<file path="src/rtl/core/scba_pkg.sv">
// shared types, constants and helpers of the size-class block allocator
package scba_pkg;

  localparam int NUM_CLASSES     = 6;
  localparam int MAX_BLOCKS      = 1024;
  localparam int MIN_CLASS_SHIFT = 16;
  localparam logic [40:0] TOP_SIZE_CAP = 41'd2097152;

  localparam int STORE_DEPTH = NUM_CLASSES * MAX_BLOCKS;
  localparam int ADDR_W      = $clog2(STORE_DEPTH);
  localparam int BLK_W       = 10;
  localparam int CNT_W       = 11;
  localparam int CLS_W       = 3;
  localparam int OFF_W       = 40;
  localparam int REQ_W       = 32;
  localparam int DIV_STEPS   = OFF_W;
  localparam int DIV_CNT_W   = $clog2(DIV_STEPS);

  localparam logic [1:0] OP_ALLOC   = 2'd0;
  localparam logic [1:0] OP_FREE    = 2'd1;
  localparam logic [1:0] OP_REBUILD = 2'd2;

  localparam logic [2:0] ST_GRANTED   = 3'd0;
  localparam logic [2:0] ST_DISABLED  = 3'd1;
  localparam logic [2:0] ST_ZERO      = 3'd2;
  localparam logic [2:0] ST_OVERSIZE  = 3'd3;
  localparam logic [2:0] ST_EXHAUSTED = 3'd4;
  localparam logic [2:0] ST_FREED     = 3'd5;
  localparam logic [2:0] ST_BAD_FREE  = 3'd6;
  localparam logic [2:0] ST_REBUILT   = 3'd7;

  localparam logic CFG_ARENA_TOTAL = 1'b0;
  localparam logic CFG_MAX_BLOCK   = 1'b1;

  // controller to datapath
  typedef struct packed {
    logic accept;
    logic pop_done;
    logic div_step;
    logic layout_step;
    logic fill_step;
  } cmd_t;

  // datapath to controller
  typedef struct packed {
    logic out_busy;
    logic go_pop;
    logic go_rebuild;
    logic div_last;
    logic layout_last;
    logic fill_last;
  } sts_t;

  function automatic logic [40:0] class_size(input logic [CLS_W-1:0] ci);
    class_size = 41'd1 << (MIN_CLASS_SHIFT + int'(ci));
  endfunction

endpackage

</file>
<file path="src/rtl/core/scba_ctrl.sv">
// sequencing state machine of the allocator
module scba_ctrl import scba_pkg::*; (
  input  logic clk_i,
  input  logic rst_ni,
  input  logic in_valid_i,
  output logic in_stall_o,
  input  sts_t sts_i,
  output cmd_t cmd_o
);

  localparam logic [2:0] S_IDLE   = 3'd0;
  localparam logic [2:0] S_POP    = 3'd1;
  localparam logic [2:0] S_DIV    = 3'd2;
  localparam logic [2:0] S_LAYOUT = 3'd3;
  localparam logic [2:0] S_FILL   = 3'd4;

  logic [2:0] state_q, state_d;
  logic       accept;

  assign in_stall_o = (state_q != S_IDLE) || sts_i.out_busy;
  assign accept     = in_valid_i && !in_stall_o;

  always_comb begin
    state_d           = state_q;
    cmd_o             = '0;
    cmd_o.accept      = accept;
    case (state_q)
      S_IDLE: begin
        if (accept && sts_i.go_pop) begin
          state_d = S_POP;
        end else if (accept && sts_i.go_rebuild) begin
          state_d = S_DIV;
        end
      end
      S_POP: begin
        cmd_o.pop_done = 1'b1;
        state_d        = S_IDLE;
      end
      S_DIV: begin
        cmd_o.div_step = 1'b1;
        if (sts_i.div_last) begin
          state_d = S_LAYOUT;
        end
      end
      S_LAYOUT: begin
        cmd_o.layout_step = 1'b1;
        if (sts_i.layout_last) begin
          state_d = S_FILL;
        end
      end
      S_FILL: begin
        cmd_o.fill_step = 1'b1;
        if (sts_i.fill_last) begin
          state_d = S_IDLE;
        end
      end
      default: begin
        state_d = S_IDLE;
      end
    endcase
  end

  always_ff @(posedge clk_i or negedge rst_ni) begin
    if (!rst_ni) begin
      state_q <= S_IDLE;
    end else begin
      state_q <= state_d;
    end
  end

endmodule

</file>
<file path="config.mk">
export PLATFORM = sky130hd
export DESIGN_NAME = scba_ctrl
export DESIGN_NICKNAME = d
export VERILOG_FILES = /design/src/rtl/core/scba_pkg.sv /design/src/rtl/core/scba_ctrl.sv
export SDC_FILE = /design/constraint.sdc
export NUM_CORES = 1
export LEC_CHECK = 0
export BUFFER_PORTS_ARGS = -buffer_cell sky130_fd_sc_hd__buf_2
export CAP_MARGIN = 5
export CORE_AREA = 2 2 39 41
export CTS_CLUSTER_SIZE = 30
export DETAILED_ROUTE_END_ITERATION = 6
export DIE_AREA = 0 0 41 43
export GPL_ROUTABILITY_DRIVEN = 0
export PLACE_DENSITY = 0.54
export SYNTH_ARGS = -nofsm -noshare
export SYNTH_HDL_FRONTEND = slang
export SYNTH_SLANG_ARGS = --single-unit
</file>
<file path="constraint.sdc">
create_clock -name clk_i -period 1.3 [get_ports clk_i]
set_input_delay 0.065 -clock clk_i [delete_from_list [all_inputs] [get_ports clk_i]]
set_output_delay 0.065 -clock clk_i [all_outputs]
set_load 0.01 [all_outputs]
</file>
==> results of run 1 <==
==> power by group through the flow <==
stage	clock network, mW	registers, mW	logic [mW]
2_1_floorplan	0	0.156	0.235
3_3_place_gp	0	0.153	0.352
3_5_place_dp	0	0.153	0.354
4_1_cts	0.176	0.151	0.433
5_1_grt	0.185	0.155	0.693
6_report	0.170	0.152	0.637
==> synthesized netlist by cell type <==
library cell	instances
sky130_fd_sc_hd__o21ai_0	1
sky130_fd_sc_hd__and2_2	1
sky130_fd_sc_hd__or4_1	1
sky130_fd_sc_hd__nand2b_1	1
sky130_fd_sc_hd__a41o_1	1
sky130_fd_sc_hd__or4b_4	2
sky130_fd_sc_hd__o21ai_1	1
sky130_fd_sc_hd__nor2_1	2
sky130_fd_sc_hd__nor4_1	1
sky130_fd_sc_hd__buf_6	2
sky130_fd_sc_hd__buf_4	1
sky130_fd_sc_hd__and3b_1	1
sky130_fd_sc_hd__nand3_1	1
sky130_fd_sc_hd__dfrtp_1	3
sky130_fd_sc_hd__nor3b_1	2
sky130_fd_sc_hd__nor4bb_1	1
sky130_fd_sc_hd__nand4bb_1	1
sky130_fd_sc_hd__o31ai_1	1
sky130_fd_sc_hd__nand2_1	1
sky130_fd_sc_hd__o21a_1	1
==> kinds of logic after synthesis <==
kind of cell    share of synthesized area
simple gates                        0.454
compound gates                      0.137
flops                               0.293
buf+inv                             0.117
==> layout by cell type, fill, tap and decap left out, types with 2 or more instances in the layout <==
master,n
sky130_fd_sc_hd__buf_2,12
sky130_fd_sc_hd__buf_6,7
sky130_fd_sc_hd__clkbuf_4,3
sky130_fd_sc_hd__buf_4,4
sky130_fd_sc_hd__nor3b_2,2
sky130_fd_sc_hd__or4b_4,2
sky130_fd_sc_hd__dfrtp_1,3
==> how the worst max path moves through the flow <==
| stage | end | slack (ns) | cells after the start | start |
|---|---|---|---|---|
| finish | state_q[1] | -0.15 | 4 | state_q[1] |
| detailed placement | state_q[1] | -0.08 | 3 | state_q[0] |
| global placement | state_q[1] | -0.07 | 3 | state_q[0] |
| CTS | state_q[1] | -0.14 | 4 | state_q[1] |
| floorplan | state_q[1] | -0.11 | 3 | state_q[0] |
| global route | state_q[1] | -0.18 | 4 | state_q[1] |
==> what timing repair did <==
| item | in CTS | in global routing |
|---|---|---|
| hold endpoints to repair | 3 | 0 |
| resized for setup | 3 | 15 |
| pin swaps | 3 | 5 |
| setup buffers | 3 | 3 |
| hold buffers | 1 | 0 |
| setup endpoints to repair | 2 | 8 |
==> per-stage QoR <==
stage | worst slack [ns] | hold slack [ns]
floorplan | -0.113 | -0.231
global placement | -0.0661 | -0.135
detailed placement | -0.0764 | -0.134
CTS | -0.141 | 0.145
global route | -0.183 | 0.161
finish | -0.155 | 0.149
==> metal layers <==
layer / track usage / share of wire / up-vias / wire length, um
met2: 0.141 / 0.59 / 5 / 458
met1: 0.106 / 0.35 / 154 / 270
met3: 0.0628 / 0.037 / 2 / 29
met5: 0 / 0 / - / 0
met4: 0.0800 / 0.022 / 0 / 17
li1: - / - / 151 / -
==> layout make-up <==
type                            count  share of cell area
Multi-Input combinational cell     20               0.381
Timing Repair Buffer               25               0.381
Sequential cell                     3               0.147
Clock buffer                        4              0.0516
Tap cell                           16              0.0393
==> reports/summary.json, run 1 <==
{
  "cp_cell_sequence": {"value": "buf_4 -> or4b_4 -> a41o_1 -> o21a_1"},
  "power.density": {"value": 1880, "unit": "mW/mm^2"},
  "clock_path_buffers": {"value": 2},
  "avgSynthCellArea": {"value": 9.87, "unit": "um^2"},
  "setup_slack": {"value": -0.155, "unit": "ns"},
  "multi_input_comb_area": {"value": 194, "unit": "um^2"},
  "r2r_slack": {"value": -0.15, "unit": "ns"},
  "power_frac_seq": {"value": 0.158},
  "largest-register": {"value": "state_q"},
  "nNetsFinal": {"value": 62},
  "drt_drc_violations_left": {"value": 0},
  "routed-via-count": {"value": 312},
  "fmaxAchievable": {"value": 687, "unit": "MHz"},
  "layout_top_registers": {"value": "state_q x3"},
  "finalNonFillerCells": {"value": 68},
  "worst_skew_pair.late_latency": {"value": 0.24, "unit": "ns"},
  "timing.final.setup_violations": {"value": 5},
  "crit_family": {"value": "simple AND/OR/NAND/NOR gates"},
  "critical_path.endpoint_type": {"value": "flip-flop"},
  "violations": {"value": "setup timing"},
  "synth_cell_types": {"value": 20},
  "grt_antenna_before_repair": {"value": 0},
  "path_buf_inv": {"value": 1},
  "timing.hold.worst.class": {"value": "in -> async"},
  "seq_area_frac_synth": {"value": 0.293},
  "grt_remaining_overflow": {"value": 0},
  "fill_cells": {"value": 157},
  "cts_htree_levels": {"value": 1},
  "period_share": {"value": 1.12},
  "cp_slowest_stage_delay": {"value": 0.50, "unit": "ns"},
  "io_pins": {"value": 15},
  "placedInstanceArea": {"value": 347, "unit": "um^2"},
  "syn2layout_area_growth": {"value": 98.5, "unit": "%"},
  "netSwitchingPower": {"value": 334, "unit": "uW"},
  "wl_per_cell": {"value": 11.4, "unit": "um"},
  "count_of_routing_violations_after_the_opening_detailed_route_iteration": {"value": 0},
  "floorplan.die_area": {"value": 0.00176, "unit": "mm^2"},
  "detail-route-antenna-nets": {"value": 0},
  "sequential_cell_area": {"value": 75.1, "unit": "um^2"},
  "synth_seq_cells": {"value": 3},
  "max_cap_viol_count": {"value": 0},
  "finalCriticalPeriod": {"value": 1.45, "unit": "ns"},
  "reg2reg_depth": {"value": 4},
  "outcome": {"value": "complete, but fails checks"},
  "cp_data_required_time": {"value": 1.43, "unit": "ns"},
  "initial_utilization": {"value": 0.185},
  "largest_net_degree_at_the_start_of_global_routing": {"value": 9},
  "drtPass1Iterations": {"value": 1},
  "vdd.ir_drop.worst": {"value": 0.555, "unit": "mV"},
  "p_sw_frac": {"value": 0.349},
  "clock_sink_count": {"value": 3},
  "synth_top_cell_area_share": {"value": 0.293},
  "clk_pin_slew": {"value": 0.04, "unit": "ns"},
  "place_inst": {"value": 57},
  "design.core.area": {"value": 0.00138, "unit": "mm^2"},
  "grt_pass1_vias": {"value": 276},
  "post_drt_via_cell_ratio": {"value": 4.59},
  "pwr-share-comb": {"value": 0.665},
  "cell_area_after_layout": {"value": 509, "unit": "um^2"},
  "crit_arrival": {"value": 1.58, "unit": "ns"},
  "tritoncts": {"value": "done"},
  "mappedNetlistArea": {"value": 256, "unit": "um^2"},
  "power_frac_clock": {"value": 0.177},
  "cts-buffers-inserted": {"value": 3},
  "synthesis.nets": {"value": 35},
  "crit_fanout": {"value": 3},
  "routed_wirelength": {"value": 775, "unit": "um"},
  "worst_pin_slew": {"value": 0.306, "unit": "ns"},
  "slew_headroom": {"value": 0.793},
  "global_route_wire_length_before_repair": {"value": 1110, "unit": "um"},
  "antenna-diode-count": {"value": 0},
  "core.rowCount": {"value": 14},
  "chipHeight": {"value": 43, "unit": "um"},
  "cellInternalPower": {"value": 624, "unit": "uW"},
  "cts-root-buf": {"value": "sky130_fd_sc_hd__clkbuf_4"},
  "final_layout_size_suffix_gt1_frac": {"value": 0.692},
  "power_leakage": {"value": 0.263, "unit": "nW"},
  "netlist.top_cell.by_area": {"value": "sky130_fd_sc_hd__dfrtp_1"},
  "fin_total_pwr": {"value": 958, "unit": "uW"},
  "grt.total_usage": {"value": 0.103},
  "finalMaxSlewViolations": {"value": 0},
  "r2r_end": {"value": "state_q[1]"},
  "number_of_hold_slack_violations_in_the_final_timing_report": {"value": 0},
  "chipWidth": {"value": 41, "unit": "um"},
  "yosys_warnings": {"value": 0},
  "regToRegStartpoint": {"value": "state_q[1]"},
  "place.detailed.hpwl": {"value": 515, "unit": "um"},
  "layout.core_utilization": {"value": 0.368},
  "largest_register_ffs": {"value": 3},
  "grt_setup_unrepaired": {"value": "yes"},
  "worst_clock_skew": {"value": 0.00188, "unit": "ns"},
  "finalSetupTns": {"value": -0.385, "unit": "ns"},
  "criticalPathCategory": {"value": "reg -> reg"},
  "cells_after_synth": {"value": 26},
  "cp_slowest_cell": {"value": "sky130_fd_sc_hd__or4b_4"},
  "worst_setup_path_start_kind": {"value": "flip-flop"},
  "yosys-top-cells-area": {"value": "sky130_fd_sc_hd__dfrtp_1 (29%), sky130_fd_sc_hd__or4b_4 (11%), sky130_fd_sc_hd__buf_6 (8.8%), sky130_fd_sc_hd__nor3b_1 (5.9%), sky130_fd_sc_hd__nand4bb_1 (4.4%)"},
  "io_buffers": {"value": 14}
}
(Power assumes the default switching activity.)
==> inputs of run 2 (changes only) <==
Settings changed: SKIP_CTS_REPAIR_TIMING set to 1.
==> reports/summary.json, run 2 (synthesis gave the netlist of run 1 again) <==
{
  "largest_net_degree_at_the_start_of_global_routing": {"value": 9},
  "worst_clock_skew": {"value": 0.00268, "unit": "ns"},
  "cts-buffers-inserted": {"value": 3},
  "drtPass1Iterations": {"value": 2},
  "r2r_slack": {"value": -0.18, "unit": "ns"},
  "clk_pin_slew": {"value": 0.04, "unit": "ns"},
  "critical_path.endpoint_type": {"value": "flip-flop"},
  "r2r_end": {"value": "state_q[1]"},
  "io_buffers": {"value": 14},
  "antenna-diode-count": {"value": 0},
  "violations": {"value": "setup timing"},
  "layout.core_utilization": {"value": 0.320},
  "routed_wirelength": {"value": 724, "unit": "um"},
  "timing.hold.worst.class": {"value": "in -> async"},
  "core.rowCount": {"value": 14},
  "finalNonFillerCells": {"value": 66},
  "cp_slowest_stage_delay": {"value": 0.50, "unit": "ns"},
  "power.density": {"value": 1810, "unit": "mW/mm^2"},
  "placedInstanceArea": {"value": 347, "unit": "um^2"},
  "worst_pin_slew": {"value": 0.318, "unit": "ns"},
  "worst_setup_path_start_kind": {"value": "flip-flop"},
  "setup_slack": {"value": -0.177, "unit": "ns"},
  "place_inst": {"value": 57},
  "max_cap_viol_count": {"value": 0},
  "count_of_routing_violations_after_the_opening_detailed_route_iteration": {"value": 3},
  "largest_register_ffs": {"value": 3},
  "period_share": {"value": 1.14},
  "grt_setup_unrepaired": {"value": "yes"},
  "layout_commonest_cell": {"value": "sky130_fd_sc_hd__buf_2"},
  "drt_drc_violations_left": {"value": 0},
  "power_leakage": {"value": 0.240, "unit": "nW"},
  "regToRegStartpoint": {"value": "state_q[1]"},
  "tritoncts": {"value": "done"},
  "finalCriticalPeriod": {"value": 1.48, "unit": "ns"},
  "outcome": {"value": "complete, but fails checks"},
  "final_layout_size_suffix_gt1_frac": {"value": 0.640},
  "detail-route-antenna-nets": {"value": 0},
  "cts-root-buf": {"value": "sky130_fd_sc_hd__clkbuf_4"},
  "place.detailed.hpwl": {"value": 515, "unit": "um"},
  "syn2layout_area_growth": {"value": 72.7, "unit": "%"},
  "worst_skew_pair.late_latency": {"value": 0.24, "unit": "ns"},
  "timing.final.setup_violations": {"value": 6},
  "io_pins": {"value": 15},
  "cp_data_required_time": {"value": 1.43, "unit": "ns"},
  "crit_fanout": {"value": 3},
  "hold-worst-slack": {"value": 0.151, "unit": "ns"},
  "layout_top_registers": {"value": "state_q x3"},
  "crit_arrival": {"value": 1.60, "unit": "ns"},
  "number_of_hold_slack_violations_in_the_final_timing_report": {"value": 0},
  "initial_utilization": {"value": 0.185},
  "grt.total_usage": {"value": 0.0945},
  "post_drt_via_cell_ratio": {"value": 4.48},
  "fill_cells": {"value": 160},
  "reg2reg_depth": {"value": 4},
  "cp_cell_sequence": {"value": "buf_4 -> or4b_4 -> a41o_1 -> o21a_1"},
  "clock_path_buffers": {"value": 2},
  "mostFrequentLayoutCells": {"value": "sky130_fd_sc_hd__buf_2 (13), sky130_fd_sc_hd__buf_4 (6), sky130_fd_sc_hd__clkbuf_4 (3), sky130_fd_sc_hd__buf_6 (3), sky130_fd_sc_hd__dfrtp_1 (3)"},
  "wl_per_cell": {"value": 11.0, "unit": "um"},
  "criticalPathCategory": {"value": "reg -> reg"},
  "fin_total_pwr": {"value": 803, "unit": "uW"},
  "fmaxAchievable": {"value": 677, "unit": "MHz"},
  "clock_sink_count": {"value": 3},
  "finalSetupTns": {"value": -0.532, "unit": "ns"},
  "design.core.area": {"value": 0.00138, "unit": "mm^2"},
  "chipHeight": {"value": 43, "unit": "um"},
  "grt_remaining_overflow": {"value": 0},
  "routed-via-count": {"value": 296},
  "slew_headroom": {"value": 0.785},
  "grt_pass1_vias": {"value": 258},
  "nNetsFinal": {"value": 60},
  "global_route_wire_length_before_repair": {"value": 1010, "unit": "um"},
  "chipWidth": {"value": 41, "unit": "um"},
  "grt_antenna_before_repair": {"value": 0},
  "vdd.ir_drop.worst": {"value": 0.489, "unit": "mV"},
  "cts_htree_levels": {"value": 1},
  "place_ws": {"value": -0.0764, "unit": "ns"},
  "cp_slowest_cell": {"value": "sky130_fd_sc_hd__or4b_4"},
  "finalMaxSlewViolations": {"value": 0},
  "floorplan.die_area": {"value": 0.00176, "unit": "mm^2"},
  "largest-register": {"value": "state_q"},
  "cell_area_after_layout": {"value": 443, "unit": "um^2"},
  "crit_family": {"value": "simple AND/OR/NAND/NOR gates"},
  "path_buf_inv": {"value": 1}
}
[run 2: cell count changes in the layout (fill, tap and decap cells not counted), sizes merged]
cell / previous run / this run
buf: 24 / 22
[run 2: final cells by class]
cell class              instances  area [um^2]  share of cell area
repair buffers                 23          154               0.347
well taps                      16         20.0              0.0452
clock buffers                   4         26.3              0.0593
flip-flops and latches          3         75.1               0.169
multi-input cells              20          168               0.379
[run 2: metal layers]
layer  track usage  routed length, um  vias up
met1        0.0903                263      139
met3        0.0628                 23        2
met4        0.0800                 17        0
met2         0.131                420        6
li1              -                  -      149
met5             0                  0        -
[run 2: how the worst max path moves through the flow]
stage	start	slack, ns	end	depth (start not counted)
final	state_q[1]	-0.18	state_q[1]	4
after global routing	state_q[1]	-0.21	in_stall_o	3
after CTS	state_q[0]	-0.21	in_stall_o	3
after detailed placement	state_q[0]	-0.08	state_q[1]	3
after global placement	state_q[0]	-0.07	state_q[1]	3
after floorplan	state_q[0]	-0.11	state_q[1]	3
[run 2: power by group]
group / internal (mW) / switching (mW) / leakage (nW) / total [mW]
Combinational: 0.281 / 0.202 / 0.184 / 0.483
Clock: 0.115 / 0.0516 / 0.0150 / 0.167
Sequential: 0.126 / 0.0275 / 0.0402 / 0.153
Total: 0.522 / 0.281 / 0.240 / 0.803
==> inputs of run 3 (changes only) <==
Settings changed: CELL_PAD_IN_SITES_DETAIL_PLACEMENT set to 1, CELL_PAD_IN_SITES_GLOBAL_PLACEMENT set to 1, PLACE_DENSITY 0.54 to 0.67.
==> reports/summary.json, run 3 (synthesis gave the netlist of run 1 again) <==
{
  "wl_per_cell": {"value": 13.4, "unit": "um"},
  "drtPass1Iterations": {"value": 3},
  "drt_drc_violations_left": {"value": 0},
  "worst_pin_slew": {"value": 0.264, "unit": "ns"},
  "nNetsFinal": {"value": 60},
  "cp_data_required_time": {"value": 1.43, "unit": "ns"},
  "floorplan.die_area": {"value": 0.00176, "unit": "mm^2"},
  "timing.final.setup_violations": {"value": 6},
  "cts_htree_levels": {"value": 1},
  "fin_total_pwr": {"value": 840, "unit": "uW"},
  "io_pins": {"value": 15},
  "grt.total_usage": {"value": 0.106},
  "syn2layout_area_growth": {"value": 77.1, "unit": "%"},
  "io_buffers": {"value": 14},
  "cts-buffers-inserted": {"value": 3},
  "layout_top_registers": {"value": "state_q x3"},
  "largest_net_degree_at_the_start_of_global_routing": {"value": 9},
  "grt_setup_unrepaired": {"value": "yes"},
  "fill_cells": {"value": 174},
  "initial_utilization": {"value": 0.185},
  "worst_clock_skew": {"value": 0.00620, "unit": "ns"},
  "place_ws": {"value": -0.0934, "unit": "ns"},
  "mostFrequentLayoutCells": {"value": "sky130_fd_sc_hd__buf_2 (13), sky130_fd_sc_hd__buf_4 (5), sky130_fd_sc_hd__buf_6 (4)"},
  "fmaxAchievable": {"value": 664, "unit": "MHz"},
  "finalMaxSlewViolations": {"value": 0},
  "largest_register_ffs": {"value": 3},
  "antenna-diode-count": {"value": 0},
  "grt_pass1_vias": {"value": 270},
  "vdd.ir_drop.worst": {"value": 0.556, "unit": "mV"},
  "count_of_routing_violations_after_the_opening_detailed_route_iteration": {"value": 4},
  "number_of_hold_slack_violations_in_the_final_timing_report": {"value": 0},
  "routed-via-count": {"value": 303},
  "place.detailed.hpwl": {"value": 576, "unit": "um"},
  "power.density": {"value": 1850, "unit": "mW/mm^2"},
  "max_cap_viol_count": {"value": 0},
  "cts-root-buf": {"value": "sky130_fd_sc_hd__clkbuf_4"},
  "worst_skew_pair.late_latency": {"value": 0.24, "unit": "ns"},
  "clk_pin_slew": {"value": 0.04, "unit": "ns"},
  "routed_wirelength": {"value": 886, "unit": "um"},
  "setup_slack": {"value": -0.207, "unit": "ns"},
  "criticalPathCategory": {"value": "reg -> reg"},
  "final_layout_size_suffix_gt1_frac": {"value": 0.660},
  "violations": {"value": "setup timing"},
  "layout_commonest_cell": {"value": "sky130_fd_sc_hd__buf_2"},
  "grt_antenna_before_repair": {"value": 0},
  "chipHeight": {"value": 43, "unit": "um"},
  "crit_fanout": {"value": 3},
  "chipWidth": {"value": 41, "unit": "um"},
  "finalCriticalPeriod": {"value": 1.51, "unit": "ns"},
  "worst_setup_path_start_kind": {"value": "flip-flop"},
  "largest-register": {"value": "state_q"},
  "finalNonFillerCells": {"value": 66},
  "timing.hold.worst.class": {"value": "in -> async"},
  "design.core.area": {"value": 0.00138, "unit": "mm^2"},
  "critical_path.endpoint_type": {"value": "flip-flop"},
  "global_route_wire_length_before_repair": {"value": 1200, "unit": "um"},
  "place_inst": {"value": 57},
  "core.rowCount": {"value": 14},
  "outcome": {"value": "complete, but fails checks"},
  "power_leakage": {"value": 0.242, "unit": "nW"},
  "tritoncts": {"value": "done"},
  "clock_path_buffers": {"value": 2},
  "slew_headroom": {"value": 0.822},
  "period_share": {"value": 1.16},
  "grt_remaining_overflow": {"value": 0},
  "crit_arrival": {"value": 1.63, "unit": "ns"},
  "clock_sink_count": {"value": 3},
  "post_drt_via_cell_ratio": {"value": 4.59},
  "detail-route-antenna-nets": {"value": 0}
}
run 3: metrics by stage:
step	cell area, um^2	hold slack, ns	setup TNS, ns	utilization
floorplan	256	-0.231	-0.117	-
global placement	347	-0.136	-0.0615	0.250
detailed placement	347	-0.133	-0.0934	0.250
CTS	373	-0.389	-0.363	0.269
global route	454	0.153	-0.957	0.328
finish	454	0.152	-0.680	0.328
run 3: power by group:
group / switching, mW / total, mW / internal (mW)
Clock: 0.0569 / 0.173 / 0.116
Combinational: 0.223 / 0.510 / 0.287
Sequential: 0.0312 / 0.157 / 0.126
Total: 0.311 / 0.840 / 0.528
run 3: final cells by class:
cell class / instances / area (um^2) / share of cell area
Clock buffer: 4 / 26.3 / 0.0579
Multi-Input combinational cell: 20 / 175 / 0.386
Sequential cell: 3 / 75.1 / 0.165
Tap cell: 16 / 20.0 / 0.0441
Timing Repair Buffer: 23 / 158 / 0.347
run 3: path summary, 6_finish.rpt:
path | slack, ns | to | from | cells after the start
min reg2reg | 0.65 | state_q[2] | state_q[2] | 2
min | 0.15 | state_q[1] | rst_ni | 2
max reg2reg | -0.21 | state_q[1] | state_q[1] | 4
max in group asynchronous | 1.03 | state_q[0] | rst_ni | 2
min in group clk_i | 0.17 | state_q[2] | sts_i[0] | 3
max | -0.21 | state_q[1] | state_q[1] | 4
run 3: layer usage:
| metal | track usage | up-vias | share of wire |
|---|---|---|---|
| met5 | 0 | - | 0 |
| met4 | 0.0600 | 0 | 0.0090 |
| met3 | 0.0471 | 2 | 0.021 |
| met2 | 0.156 | 4 | 0.61 |
| met1 | 0.120 | 150 | 0.36 |
| li1 | - | 147 | - |
run 3: critical path, stage by stage (launching register included):
cell	delay, ns
sky130_fd_sc_hd__dfrtp_1	0.41
sky130_fd_sc_hd__buf_4	0.15
sky130_fd_sc_hd__or4b_4	0.51
sky130_fd_sc_hd__a41o_1	0.23
sky130_fd_sc_hd__o21a_1	0.10
